**config.mk**
```make
export PLATFORM = sky130hd
export DESIGN_NAME = drum_pad_midi_trigger
export DESIGN_NICKNAME = d
export VERILOG_FILES = /design/src/rtl/dpmt_pkg.sv /design/src/rtl/dpmt_cfg_regs.sv /design/src/rtl/dpmt_trigger.sv /design/src/rtl/dpmt_result.sv /design/src/rtl/drum_pad_midi_trigger.sv
export VERILOG_INCLUDE_DIRS = /design/src /design/src/rtl
export SDC_FILE = /design/constraint.sdc
export NUM_CORES = 1
export LEC_CHECK = 0
export BUFFER_PORTS_ARGS = -buffer_cell sky130_fd_sc_hd__buf_4
export CAP_MARGIN = 25
export CORE_ASPECT_RATIO = 0.75
export CORE_MARGIN = 1.5
export CORE_UTILIZATION = 40
export CTS_CLUSTER_SIZE = 16
export DETAILED_ROUTE_END_ITERATION = 8
export GPL_TIMING_DRIVEN = 0
export PLACE_DENSITY = 0.67
export SLEW_MARGIN = 10
export SYNTH_ARGS = -nofsm -noshare
export SYNTH_HDL_FRONTEND = slang
export SYNTH_SLANG_ARGS = --single-unit
```
**constraint.sdc**
```tcl
create_clock -name clk -period 11.5 [get_ports clk]
set_input_delay 2.3 -clock clk [delete_from_list [all_inputs] [get_ports clk]]
set_output_delay 2.3 -clock clk [all_outputs]
set_load 0.02 [all_outputs]
```
**src/rtl/drum_pad_midi_trigger_assert.svh**
```systemverilog
// Assertion macros shared by the drum pad trigger RTL.
`ifndef DRUM_PAD_MIDI_TRIGGER_ASSERT_SVH
`define DRUM_PAD_MIDI_TRIGGER_ASSERT_SVH

// Same-cycle implication, sampled on clk, off while rst_n is low.
`define DPMT_ASSERT_NOW(lbl, ante, cons) \
    lbl: assert property (@(posedge clk) disable iff (!rst_n) (ante) |-> (cons)) \
        else $error("%m: same-cycle check failed");

// Next-cycle implication, sampled on clk, off while rst_n is low.
`define DPMT_ASSERT_NEXT(lbl, ante, cons) \
    lbl: assert property (@(posedge clk) disable iff (!rst_n) (ante) |=> (cons)) \
        else $error("%m: next-cycle check failed");

`endif

```
**src/rtl/dpmt_pkg.sv**
```systemverilog
// Shared types, codes and constants for the drum pad trigger.
`default_nettype none

package dpmt_pkg;

    // Default ADC resolution
    localparam int ADC_BITS_DEF = 12;

    // Field and register widths
    localparam int THR_W      = 12;
    localparam int VEL_W      = 7;
    localparam int VEL_RAW_W  = 8;
    localparam int NOTE_W     = 7;
    localparam int HOLD_W     = 8;
    localparam int CH_W       = 4;
    localparam int STATUS_W   = 8;
    localparam int ACTION_W   = 2;
    localparam int CFG_IDX_W  = 3;
    localparam int CFG_DATA_W = 12;

    // Action codes
    typedef enum logic [ACTION_W-1:0] {
        ACT_SAMPLE = 2'd0,
        ACT_BUTTON = 2'd1,
        ACT_TICK   = 2'd2
    } action_t;

    // Configuration register indexes
    localparam logic [CFG_IDX_W-1:0] CFG_KICK_THR   = 3'd0;
    localparam logic [CFG_IDX_W-1:0] CFG_HAT_THR    = 3'd1;
    localparam logic [CFG_IDX_W-1:0] CFG_CYM_THR    = 3'd2;
    localparam logic [CFG_IDX_W-1:0] CFG_VEL_FLOOR  = 3'd3;
    localparam logic [CFG_IDX_W-1:0] CFG_VEL_CEIL   = 3'd4;
    localparam logic [CFG_IDX_W-1:0] CFG_KICK_HOLD  = 3'd5;
    localparam logic [CFG_IDX_W-1:0] CFG_OTHER_HOLD = 3'd6;
    localparam logic [CFG_IDX_W-1:0] CFG_CHANNEL    = 3'd7;

    // Register reset values
    localparam logic [THR_W-1:0]  RST_KICK_THR   = 12'd497;
    localparam logic [THR_W-1:0]  RST_HAT_THR    = 12'd249;
    localparam logic [THR_W-1:0]  RST_CYM_THR    = 12'd125;
    localparam logic [VEL_W-1:0]  RST_VEL_FLOOR  = 7'd30;
    localparam logic [VEL_W-1:0]  RST_VEL_CEIL   = 7'd115;
    localparam logic [HOLD_W-1:0] RST_KICK_HOLD  = 8'd150;
    localparam logic [HOLD_W-1:0] RST_OTHER_HOLD = 8'd50;
    localparam logic [CH_W-1:0]   RST_CHANNEL    = 4'd0;

    // MIDI status nibbles and note numbers
    localparam logic [STATUS_W-1:0] STATUS_NOTE_ON  = 8'h90;
    localparam logic [STATUS_W-1:0] STATUS_NOTE_OFF = 8'h80;
    localparam logic [NOTE_W-1:0]   NOTE_KICK       = 7'd36;
    localparam logic [NOTE_W-1:0]   NOTE_CYMBAL     = 7'd38;
    localparam logic [NOTE_W-1:0]   NOTE_HAT_CLOSED = 7'd60;
    localparam logic [NOTE_W-1:0]   NOTE_HAT_OPEN   = 7'd64;

    // Configuration register set
    typedef struct packed {
        logic [THR_W-1:0]  kick_threshold;
        logic [THR_W-1:0]  hat_threshold;
        logic [THR_W-1:0]  cymbal_threshold;
        logic [VEL_W-1:0]  velocity_floor;
        logic [VEL_W-1:0]  velocity_ceiling;
        logic [HOLD_W-1:0] kick_holdoff_ms;
        logic [HOLD_W-1:0] other_holdoff_ms;
        logic [CH_W-1:0]   midi_channel;
    } cfg_t;

    // One hit handed from the trigger stage to the result stage
    typedef struct packed {
        logic              load;
        logic [NOTE_W-1:0] note;
        logic [VEL_W-1:0]  velocity;
    } hit_t;

endpackage

`default_nettype wire

```
**src/rtl/dpmt_cfg_regs.sv**
```systemverilog
// Configuration register file for the drum pad trigger.
`default_nettype none

module dpmt_cfg_regs
    import dpmt_pkg::*;
(
    input  wire logic                  clk,
    input  wire logic                  rst_n,
    input  wire logic                  cfg_we,
    input  wire logic [CFG_IDX_W-1:0]  cfg_index,
    input  wire logic [CFG_DATA_W-1:0] cfg_data,
    output cfg_t                       cfg
);

    cfg_t cfg_reg;
    cfg_t cfg_next;

    // Write decode, each value cut to its register width
    always_comb
    begin
        cfg_next = cfg_reg;
        if (cfg_we)
        begin
            unique case (cfg_index)
                CFG_KICK_THR:   cfg_next.kick_threshold   = cfg_data[THR_W-1:0];
                CFG_HAT_THR:    cfg_next.hat_threshold    = cfg_data[THR_W-1:0];
                CFG_CYM_THR:    cfg_next.cymbal_threshold = cfg_data[THR_W-1:0];
                CFG_VEL_FLOOR:  cfg_next.velocity_floor   = cfg_data[VEL_W-1:0];
                CFG_VEL_CEIL:   cfg_next.velocity_ceiling = cfg_data[VEL_W-1:0];
                CFG_KICK_HOLD:  cfg_next.kick_holdoff_ms  = cfg_data[HOLD_W-1:0];
                CFG_OTHER_HOLD: cfg_next.other_holdoff_ms = cfg_data[HOLD_W-1:0];
                CFG_CHANNEL:    cfg_next.midi_channel     = cfg_data[CH_W-1:0];
                default:        cfg_next = cfg_reg;
            endcase
        end
    end

    always_ff @(posedge clk or negedge rst_n)
    begin
        if (!rst_n)
        begin
            cfg_reg.kick_threshold   <= RST_KICK_THR;
            cfg_reg.hat_threshold    <= RST_HAT_THR;
            cfg_reg.cymbal_threshold <= RST_CYM_THR;
            cfg_reg.velocity_floor   <= RST_VEL_FLOOR;
            cfg_reg.velocity_ceiling <= RST_VEL_CEIL;
            cfg_reg.kick_holdoff_ms  <= RST_KICK_HOLD;
            cfg_reg.other_holdoff_ms <= RST_OTHER_HOLD;
            cfg_reg.midi_channel     <= RST_CHANNEL;
        end
        else
        begin
            cfg_reg <= cfg_next;
        end
    end

    assign cfg = cfg_reg;

endmodule

`default_nettype wire

```
**src/rtl/dpmt_trigger.sv**
```systemverilog
// Input register, pad state and hit evaluation for the drum pad trigger.
`default_nettype none

module dpmt_trigger
    import dpmt_pkg::*;
#(
    parameter int ADC_BITS = ADC_BITS_DEF
)
(
    input  wire logic                clk,
    input  wire logic                rst_n,
    input  wire logic                in_valid,
    output logic                     in_stall,
    input  wire logic [ACTION_W-1:0] action,
    input  wire logic [ADC_BITS-1:0] kick_sample,
    input  wire logic [ADC_BITS-1:0] hat_sample,
    input  wire logic [ADC_BITS-1:0] cymbal_sample,
    input  cfg_t                     cfg,
    input  wire logic                pair_free,
    output hit_t                     hit
);

    // Velocity scaling: floor(sample * 127 / VEL_DIV) by a reciprocal multiply.
    // SHIFT is large enough that the rounded-up reciprocal is exact over the
    // whole range of sample * 127.
    localparam int P_W = ADC_BITS + 7;
    localparam longint unsigned VEL_DIV =
        ((64'd1 << ADC_BITS) - 64'd1) * 64'd2 / 64'd3;
    localparam int DIV_W = $clog2(VEL_DIV + 64'd1);
    localparam int SHIFT = P_W + DIV_W;
    localparam longint unsigned RECIP = ((64'd1 << SHIFT) + VEL_DIV - 64'd1) / VEL_DIV;
    localparam int RECIP_W = $clog2(RECIP + 64'd1);
    localparam int PROD_W = P_W + RECIP_W;
    localparam int CMP_W = (ADC_BITS > THR_W) ? ADC_BITS : THR_W;

    // Input register
    logic                valid_reg;
    logic                valid_next;
    action_t             action_reg;
    logic [ADC_BITS-1:0] kick_reg;
    logic [ADC_BITS-1:0] hat_reg;
    logic [ADC_BITS-1:0] cymbal_reg;

    // Pad state
    logic              hat_open_reg;
    logic              hat_open_next;
    logic [HOLD_W-1:0] holdoff_reg;
    logic [HOLD_W-1:0] holdoff_next;

    logic                 in_take;
    logic                 advance;
    logic                 sample_ok;
    logic                 kick_hit;
    logic                 hat_hit;
    logic                 cym_hit;
    logic                 any_hit;
    logic [ADC_BITS-1:0]  sel_sample;
    logic [NOTE_W-1:0]    sel_note;
    logic [HOLD_W-1:0]    sel_hold;
    logic [P_W-1:0]       scaled;
    logic [PROD_W-1:0]    product;
    logic [VEL_RAW_W-1:0] vel_raw;
    logic [VEL_W-1:0]     vel_clamped;

    // Threshold checks in priority order
    assign sample_ok = (action_reg == ACT_SAMPLE) && (holdoff_reg == '0);
    assign kick_hit  = CMP_W'(kick_reg)   >= CMP_W'(cfg.kick_threshold);
    assign hat_hit   = CMP_W'(hat_reg)    >= CMP_W'(cfg.hat_threshold);
    assign cym_hit   = CMP_W'(cymbal_reg) >= CMP_W'(cfg.cymbal_threshold);
    assign any_hit   = sample_ok && (kick_hit || hat_hit || cym_hit);

    always_comb
    begin
        if (kick_hit)
        begin
            sel_sample = kick_reg;
            sel_note   = NOTE_KICK;
            sel_hold   = cfg.kick_holdoff_ms;
        end
        else if (hat_hit)
        begin
            sel_sample = hat_reg;
            sel_note   = hat_open_reg ? NOTE_HAT_OPEN : NOTE_HAT_CLOSED;
            sel_hold   = cfg.other_holdoff_ms;
        end
        else
        begin
            sel_sample = cymbal_reg;
            sel_note   = NOTE_CYMBAL;
            sel_hold   = cfg.other_holdoff_ms;
        end
    end

    // Velocity: times 127 by shift and subtract, then the reciprocal multiply
    assign scaled  = (P_W'(sel_sample) << 7) - P_W'(sel_sample);
    assign product = PROD_W'(scaled) * PROD_W'(RECIP);
    assign vel_raw = product[SHIFT +: VEL_RAW_W];

    // Floor is tested first, then ceiling
    always_comb
    begin
        if (vel_raw < VEL_RAW_W'(cfg.velocity_floor))
            vel_clamped = cfg.velocity_floor;
        else if (vel_raw > VEL_RAW_W'(cfg.velocity_ceiling))
            vel_clamped = cfg.velocity_ceiling;
        else
            vel_clamped = vel_raw[VEL_W-1:0];
    end

    // Items with no results leave at once; a hit waits for the result stage
    assign advance  = valid_reg && (!any_hit || pair_free);
    assign in_stall = valid_reg && !advance;
    assign in_take  = in_valid && !in_stall;

    assign hit.load     = advance && any_hit;
    assign hit.note     = sel_note;
    assign hit.velocity = vel_clamped;

    // State update when the registered item leaves
    always_comb
    begin
        hat_open_next = hat_open_reg;
        holdoff_next  = holdoff_reg;
        if (advance)
        begin
            unique case (action_reg)
                ACT_BUTTON:
                    hat_open_next = ~hat_open_reg;
                ACT_TICK:
                    if (holdoff_reg != '0)
                        holdoff_next = holdoff_reg - HOLD_W'(1);
                ACT_SAMPLE:
                    if (any_hit)
                        holdoff_next = sel_hold;
                default:
                    holdoff_next = holdoff_reg;
            endcase
        end
    end

    always_comb
    begin
        if (in_take)
            valid_next = 1'b1;
        else if (advance)
            valid_next = 1'b0;
        else
            valid_next = valid_reg;
    end

    // Control state
    always_ff @(posedge clk or negedge rst_n)
    begin
        if (!rst_n)
        begin
            valid_reg    <= 1'b0;
            hat_open_reg <= 1'b0;
            holdoff_reg  <= '0;
        end
        else
        begin
            valid_reg    <= valid_next;
            hat_open_reg <= hat_open_next;
            holdoff_reg  <= holdoff_next;
        end
    end

    // Request payload
    always_ff @(posedge clk)
    begin
        if (in_take)
        begin
            action_reg <= action_t'(action);
            kick_reg   <= kick_sample;
            hat_reg    <= hat_sample;
            cymbal_reg <= cymbal_sample;
        end
    end

endmodule

`default_nettype wire

```
**src/rtl/dpmt_result.sv**
```systemverilog
// Result register sending the note-on / note-off pair of a hit.
`default_nettype none

module dpmt_result
    import dpmt_pkg::*;
(
    input  wire logic                 clk,
    input  wire logic                 rst_n,
    input  hit_t                      hit,
    input  wire logic [CH_W-1:0]      midi_channel,
    output logic                      pair_free,
    output logic                      out_valid,
    input  wire logic                 out_stall,
    output logic [STATUS_W-1:0]       status_byte,
    output logic [NOTE_W-1:0]         note_number,
    output logic [VEL_W-1:0]          velocity,
    output logic                      last_of_hit
);

    typedef enum logic [2:0] {
        PH_IDLE = 3'b001,
        PH_ON   = 3'b010,
        PH_OFF  = 3'b100
    } phase_t;

    phase_t            phase_reg;
    phase_t            phase_next;
    logic [NOTE_W-1:0] note_reg;
    logic [VEL_W-1:0]  vel_reg;
    logic              out_take;

    assign out_take  = out_valid && !out_stall;
    assign pair_free = (phase_reg == PH_IDLE) || ((phase_reg == PH_OFF) && !out_stall);

    // Pair sequencer
    always_comb
    begin
        phase_next = phase_reg;
        unique case (phase_reg)
            PH_IDLE:
                if (hit.load)
                    phase_next = PH_ON;
            PH_ON:
                if (out_take)
                    phase_next = PH_OFF;
            PH_OFF:
                if (out_take)
                    phase_next = hit.load ? PH_ON : PH_IDLE;
            default:
                phase_next = PH_IDLE;
        endcase
    end

    always_ff @(posedge clk or negedge rst_n)
    begin
        if (!rst_n)
            phase_reg <= PH_IDLE;
        else
            phase_reg <= phase_next;
    end

    // Hit payload
    always_ff @(posedge clk)
    begin
        if (hit.load)
        begin
            note_reg <= hit.note;
            vel_reg  <= hit.velocity;
        end
    end

    // Output fields
    assign out_valid   = (phase_reg == PH_ON) || (phase_reg == PH_OFF);
    assign last_of_hit = (phase_reg == PH_OFF);
    assign note_number = note_reg;
    assign velocity    = last_of_hit ? '0 : vel_reg;
    assign status_byte = (last_of_hit ? STATUS_NOTE_OFF : STATUS_NOTE_ON)
                         | STATUS_W'(midi_channel);

endmodule

`default_nettype wire

```
**src/rtl/drum_pad_midi_trigger.sv**
```systemverilog
// A hit waits in the input register until the result register is free; the
// note-on is valid once it loads there, the note-off from the edge that takes
// the note-on. Throughput: one request per cycle for ticks, button presses and
// quiet sample sets while no hit waits; a hit holds the result register for its
// two results. Reset: registers to defaults, hat closed, holdoff zero.
`default_nettype none

`include "drum_pad_midi_trigger_assert.svh"

module drum_pad_midi_trigger
    import dpmt_pkg::*;
#(
    parameter int ADC_BITS = ADC_BITS_DEF
)
(
    input  wire logic                  clk,
    input  wire logic                  rst_n,
    input  wire logic                  cfg_we,
    input  wire logic [CFG_IDX_W-1:0]  cfg_index,
    input  wire logic [CFG_DATA_W-1:0] cfg_data,
    input  wire logic                  in_valid,
    output logic                       in_stall,
    input  wire logic [ACTION_W-1:0]   action,
    input  wire logic [ADC_BITS-1:0]   kick_sample,
    input  wire logic [ADC_BITS-1:0]   hat_sample,
    input  wire logic [ADC_BITS-1:0]   cymbal_sample,
    output logic                       out_valid,
    input  wire logic                  out_stall,
    output logic [STATUS_W-1:0]        status_byte,
    output logic [NOTE_W-1:0]          note_number,
    output logic [VEL_W-1:0]           velocity,
    output logic                       last_of_hit
);

    cfg_t cfg;
    hit_t hit;
    logic pair_free;

    dpmt_cfg_regs u_cfg (
        .clk       (clk),
        .rst_n     (rst_n),
        .cfg_we    (cfg_we),
        .cfg_index (cfg_index),
        .cfg_data  (cfg_data),
        .cfg       (cfg)
    );

    dpmt_trigger #(
        .ADC_BITS (ADC_BITS)
    ) u_trigger (
        .clk           (clk),
        .rst_n         (rst_n),
        .in_valid      (in_valid),
        .in_stall      (in_stall),
        .action        (action),
        .kick_sample   (kick_sample),
        .hat_sample    (hat_sample),
        .cymbal_sample (cymbal_sample),
        .cfg           (cfg),
        .pair_free     (pair_free),
        .hit           (hit)
    );

    dpmt_result u_result (
        .clk          (clk),
        .rst_n        (rst_n),
        .hit          (hit),
        .midi_channel (cfg.midi_channel),
        .pair_free    (pair_free),
        .out_valid    (out_valid),
        .out_stall    (out_stall),
        .status_byte  (status_byte),
        .note_number  (note_number),
        .velocity     (velocity),
        .last_of_hit  (last_of_hit)
    );

    // A taken note-on is always followed by its note-off on the same note
    `DPMT_ASSERT_NEXT(a_off_follows_on, out_valid && !out_stall && !last_of_hit,
        out_valid && last_of_hit)
    `DPMT_ASSERT_NEXT(a_pair_same_note, out_valid && !out_stall && !last_of_hit,
        note_number == $past(note_number))
    // Input side only backs up while a pair is waiting at the output
    `DPMT_ASSERT_NOW(a_stall_needs_pair, in_stall, out_valid)

endmodule

`default_nettype wire
```
==> results.md <==
- The run finished with clean final reports.
- In this run the mean area of a mapped cell was 9.741 µm².
- On the final layout, the worst clock skew is between 9 and 10 ps.
- The startpoint type of the worst setup path is a flop.
- The instance count after placement with tap cells included is around 1500.
- The count of distinct cell types in the synthesized netlist is just over 80.
- The number of enable flip-flop cells after synthesis is 49.
- The number of buffers inserted by port buffering is between 70 and 80.
- 0 antenna diodes ended up in the layout.
- The TritonCTS buffer count is 17.
- After clock tree synthesis, the clock-pin slew on the worst setup and hold paths is about 60 ps.
- The post-layout net count is roughly 1400.
- The top cell types in the final layout, fill and taps aside, are ha_1, inv_1, buf_4.
- After detailed routing, the average wire length per cell comes to 16.94 µm.
- The pin count of the biggest net entering global routing is 49.
- The worst slack at placement is -1476 ps.
- The most used flip-flop cell after synthesis is edfxtp_1.
- The fill cell total of the finished layout is between 2000 and 2500.
- Measured against its own limit, the worst slew margin works out to between 40 and 50%.
- The register with the most flip-flops in the layout has 70 of them.
- The library cell used most frequently in the layout, excluding fill and tap cells, is ha_1.
- The initialized floorplan defines 50 standard-cell rows.
- The delay contributed by the slowest stage of the critical path is between 500 and 600 ps.
- Yosys printed 0 warnings.
- Detailed routing inserted a total of roughly 8000 vias.
- The sequential cell area in the final layout is around 3600 µm².
- The hold buffer count at cts is 0.
- Counting every instance in the synthesized netlist gives approximately 1100.
- The count of routing violations after the opening detailed-route iteration is approximately 570.
- The first detailed-routing pass took 5 iterations.
- The detailed placement HPWL is about 21000 µm.
- The startpoint-to-endpoint class of the critical path is reg2reg.
- The congestion estimate from routability-driven global placement came to slightly below 0.9.
- TritonCTS built the clock tree.
- The sort of element at the end of the critical path is a flop.
- The mapped cell area is roughly 10000 µm².
- After layout, the minimum clock period comes to roughly 11000 ps.
- By area the synthesized netlist is led by ha_1, edfxtp_1, dfrtp_1, dfstp_2, inv_1.
- The final number of hold-violating endpoints was 0.
- The die is between 150 and 200 µm wide.
- The number of remaining DRC errors is 0.
- From bottom edge to top edge, the die measures between 100 and 150 µm.
- For this block, the routed nets add up to around 26000 µm of wire.
- The slowest stage of the critical path belongs to the cell fa_1.
- Setup slack on the critical path of the routed design comes to about 420 ps.
- The number of cells on the worst reg-to-reg path is 44.
- The finished layout holds 1527 standard cells, fillers aside.
- Data on the critical path is required at its endpoint by ~12000 ps.
- The buffer type at the clock tree root is clkbuf_16.
- The via density per instance is approximately 5.3.
- The max-cap violation count is 0.
- The clock network latency to the later pin of the worst-skew pair is around 420 ps.
- The maximum buffer depth of the clock tree is 2.
- The transition time at the pin with the least slew margin is 814.6 ps.
- Compared with the post-synthesis result, the final layout area differs by 17.31%.
- The cell type contributing the most total cell area after synthesis is ha_1.
- Static timing analysis puts the maximum clock frequency at roughly 90 MHz.
- The TritonCTS sink count is 132.
- The total congestion overflow is 0.
- The area share of the largest cell type after synthesis is about a fifth.
- Data on the critical path arrives at its endpoint at ~11000 ps.
- The initial antenna violation count came to 0.
- 83 I/O pins were placed.
- The number of stages on the worst hold path is 1.
- The number of failing setup endpoints in the final timing report is 0.
- The area occupied by multi-input gates is 6255 µm².
- The share of post-route cells with drive strength above 1 is between 20% and 30%.
- Counting flops with an async set or reset pin after synthesis yields a share of a little over three fifths.
- In this run the worst path has a maximum fanout of 19.
- The H-tree generated during clock tree synthesis spans 4 levels.
- The via count of the first global-routing pass was about 8000.
- In this run the remaining antenna-violating nets after routing total 0.
- The initial utilization of the core area, before any placement, comes to slightly above 40%.
- Of the synthesized area, sequential elements account for approximately a third.
- The fraction of the cycle the final worst path needs is a little over nine tenths.
- Global routing consumed, over all layers together, between 10% and 20% of the routing resources.
- The first-pass GRT wire length is 41990 µm.
- The region available for standard cell placement spans roughly 25000 µm².
- The number of max-slew violations in the final report came to 0.
- The die covers 27100 µm².
- The path class of the tightest hold or removal check is reg2reg.
- The most numerous cell on the critical path is ha_1.
- The synthesis-stage register bit count is between 100 and 150.
==> path summary, 6_finish.rpt <==
kind,start,end,slack (ps)
setup reg to reg,u_cfg.cfg[65]$_DFFE_PN1P_,u_result.vel_reg[6]$_DFFE_PP_,420
hold reg to reg,u_cfg.cfg[18]$_DFFE_PN0P_,u_cfg.cfg[18]$_DFFE_PN0P_,510
min in group asynchronous,rst_n,u_trigger.holdoff_reg[4]$_DFFE_PN0P_,1840
hold / removal,u_cfg.cfg[18]$_DFFE_PN0P_,u_cfg.cfg[18]$_DFFE_PN0P_,510
max in group asynchronous,rst_n,u_cfg.cfg[40]$_DFFE_PN1P_,8980
setup / recovery,u_cfg.cfg[65]$_DFFE_PN1P_,u_result.vel_reg[6]$_DFFE_PP_,420
==> per-layer routing <==
layer  global-route usage (%)  vias to the layer above  routed length [µm]
li1                         -                     3961                   -
met1                    29.44                     3853               13110
met2                    30.04                      205               10970
met3                    4.596                       24                1617
met4                    3.425                        0                 170
met5                        0                        -                   0
==> critical path: cells and delay by family (launching register included) <==
family                   cells  cell delay [ps]
AO/OA/AOI/OAI               19             3850
AND/OR/NAND/NOR             10             1810
flip-flops                   1              510
buffers and inverters        4              730
XOR/XNOR                     1              170
adder cells (fa/ha/maj)     10             3710
==> cells in the mapped netlist, types with 6 or more instances <==
cell type	n
a211oi_1	7
a21o_1	17
a21oi_1	49
a31oi_1	13
and2_1	6
and3_1	6
buf_4	10
clkbuf_1	21
dfrtp_1	48
dfstp_2	35
edfxtp_1	49
fa_1	24
ha_1	166
inv_1	139
mux2_2	33
mux2i_1	11
nand2_1	90
nand2b_1	10
nand3_1	25
nand4_1	10
nor2_1	67
nor2b_1	16
nor3_1	12
o211ai_1	6
o21a_1	8
o21ai_0	64
o221ai_1	8
or2_2	6
xnor2_1	18
xor2_1	12
==> what timing repair did <==
item,in CTS,in global routing
resized for setup,14,19
buffers inserted,1,6
endpoints found under the setup margin,7,7
pin swaps,1,3
==> cell families after synthesis <==
kind of cell	share of synthesized area (%)
and+or+nand+nor	12.34
other	0.07192
muxes	5.452
DFF	34.40
buffers and inverters	6.806
xor gates and xnor gates	2.516
adders and majority gates	24.59
AOI/OAI and AO/OA	13.83
==> stage by stage <==
stage	hold WS, ps	TNS, ps	util (%)	cell area (µm²)
2_1_floorplan	459.3	0	-	10450
4_1_cts	507.9	0	48.05	12150
5_1_grt	529.7	-29.54	48.47	12250
6_report	508.7	0	48.47	12250
3_5_place_dp	486.9	-9302	45.50	11500
3_3_place_gp	482.3	-8347	45.25	11440
==> area by class of cell <==
| type | instances | share of cell area [%] |
|---|---|---|
| buffer | 35 | 1.563 |
| clock buffer | 18 | 3.585 |
| clock inverter | 14 | 1.256 |
| inverter | 140 | 4.290 |
| multi-input combinational | 766 | 51.06 |
| sequential | 132 | 29.32 |
| tap | 338 | 3.452 |
| timing repair buffer | 84 | 5.474 |
Power is left out: the tool's default activity adds up to more than one toggle a clock period on the data nets, which glitch-free logic cannot reach.
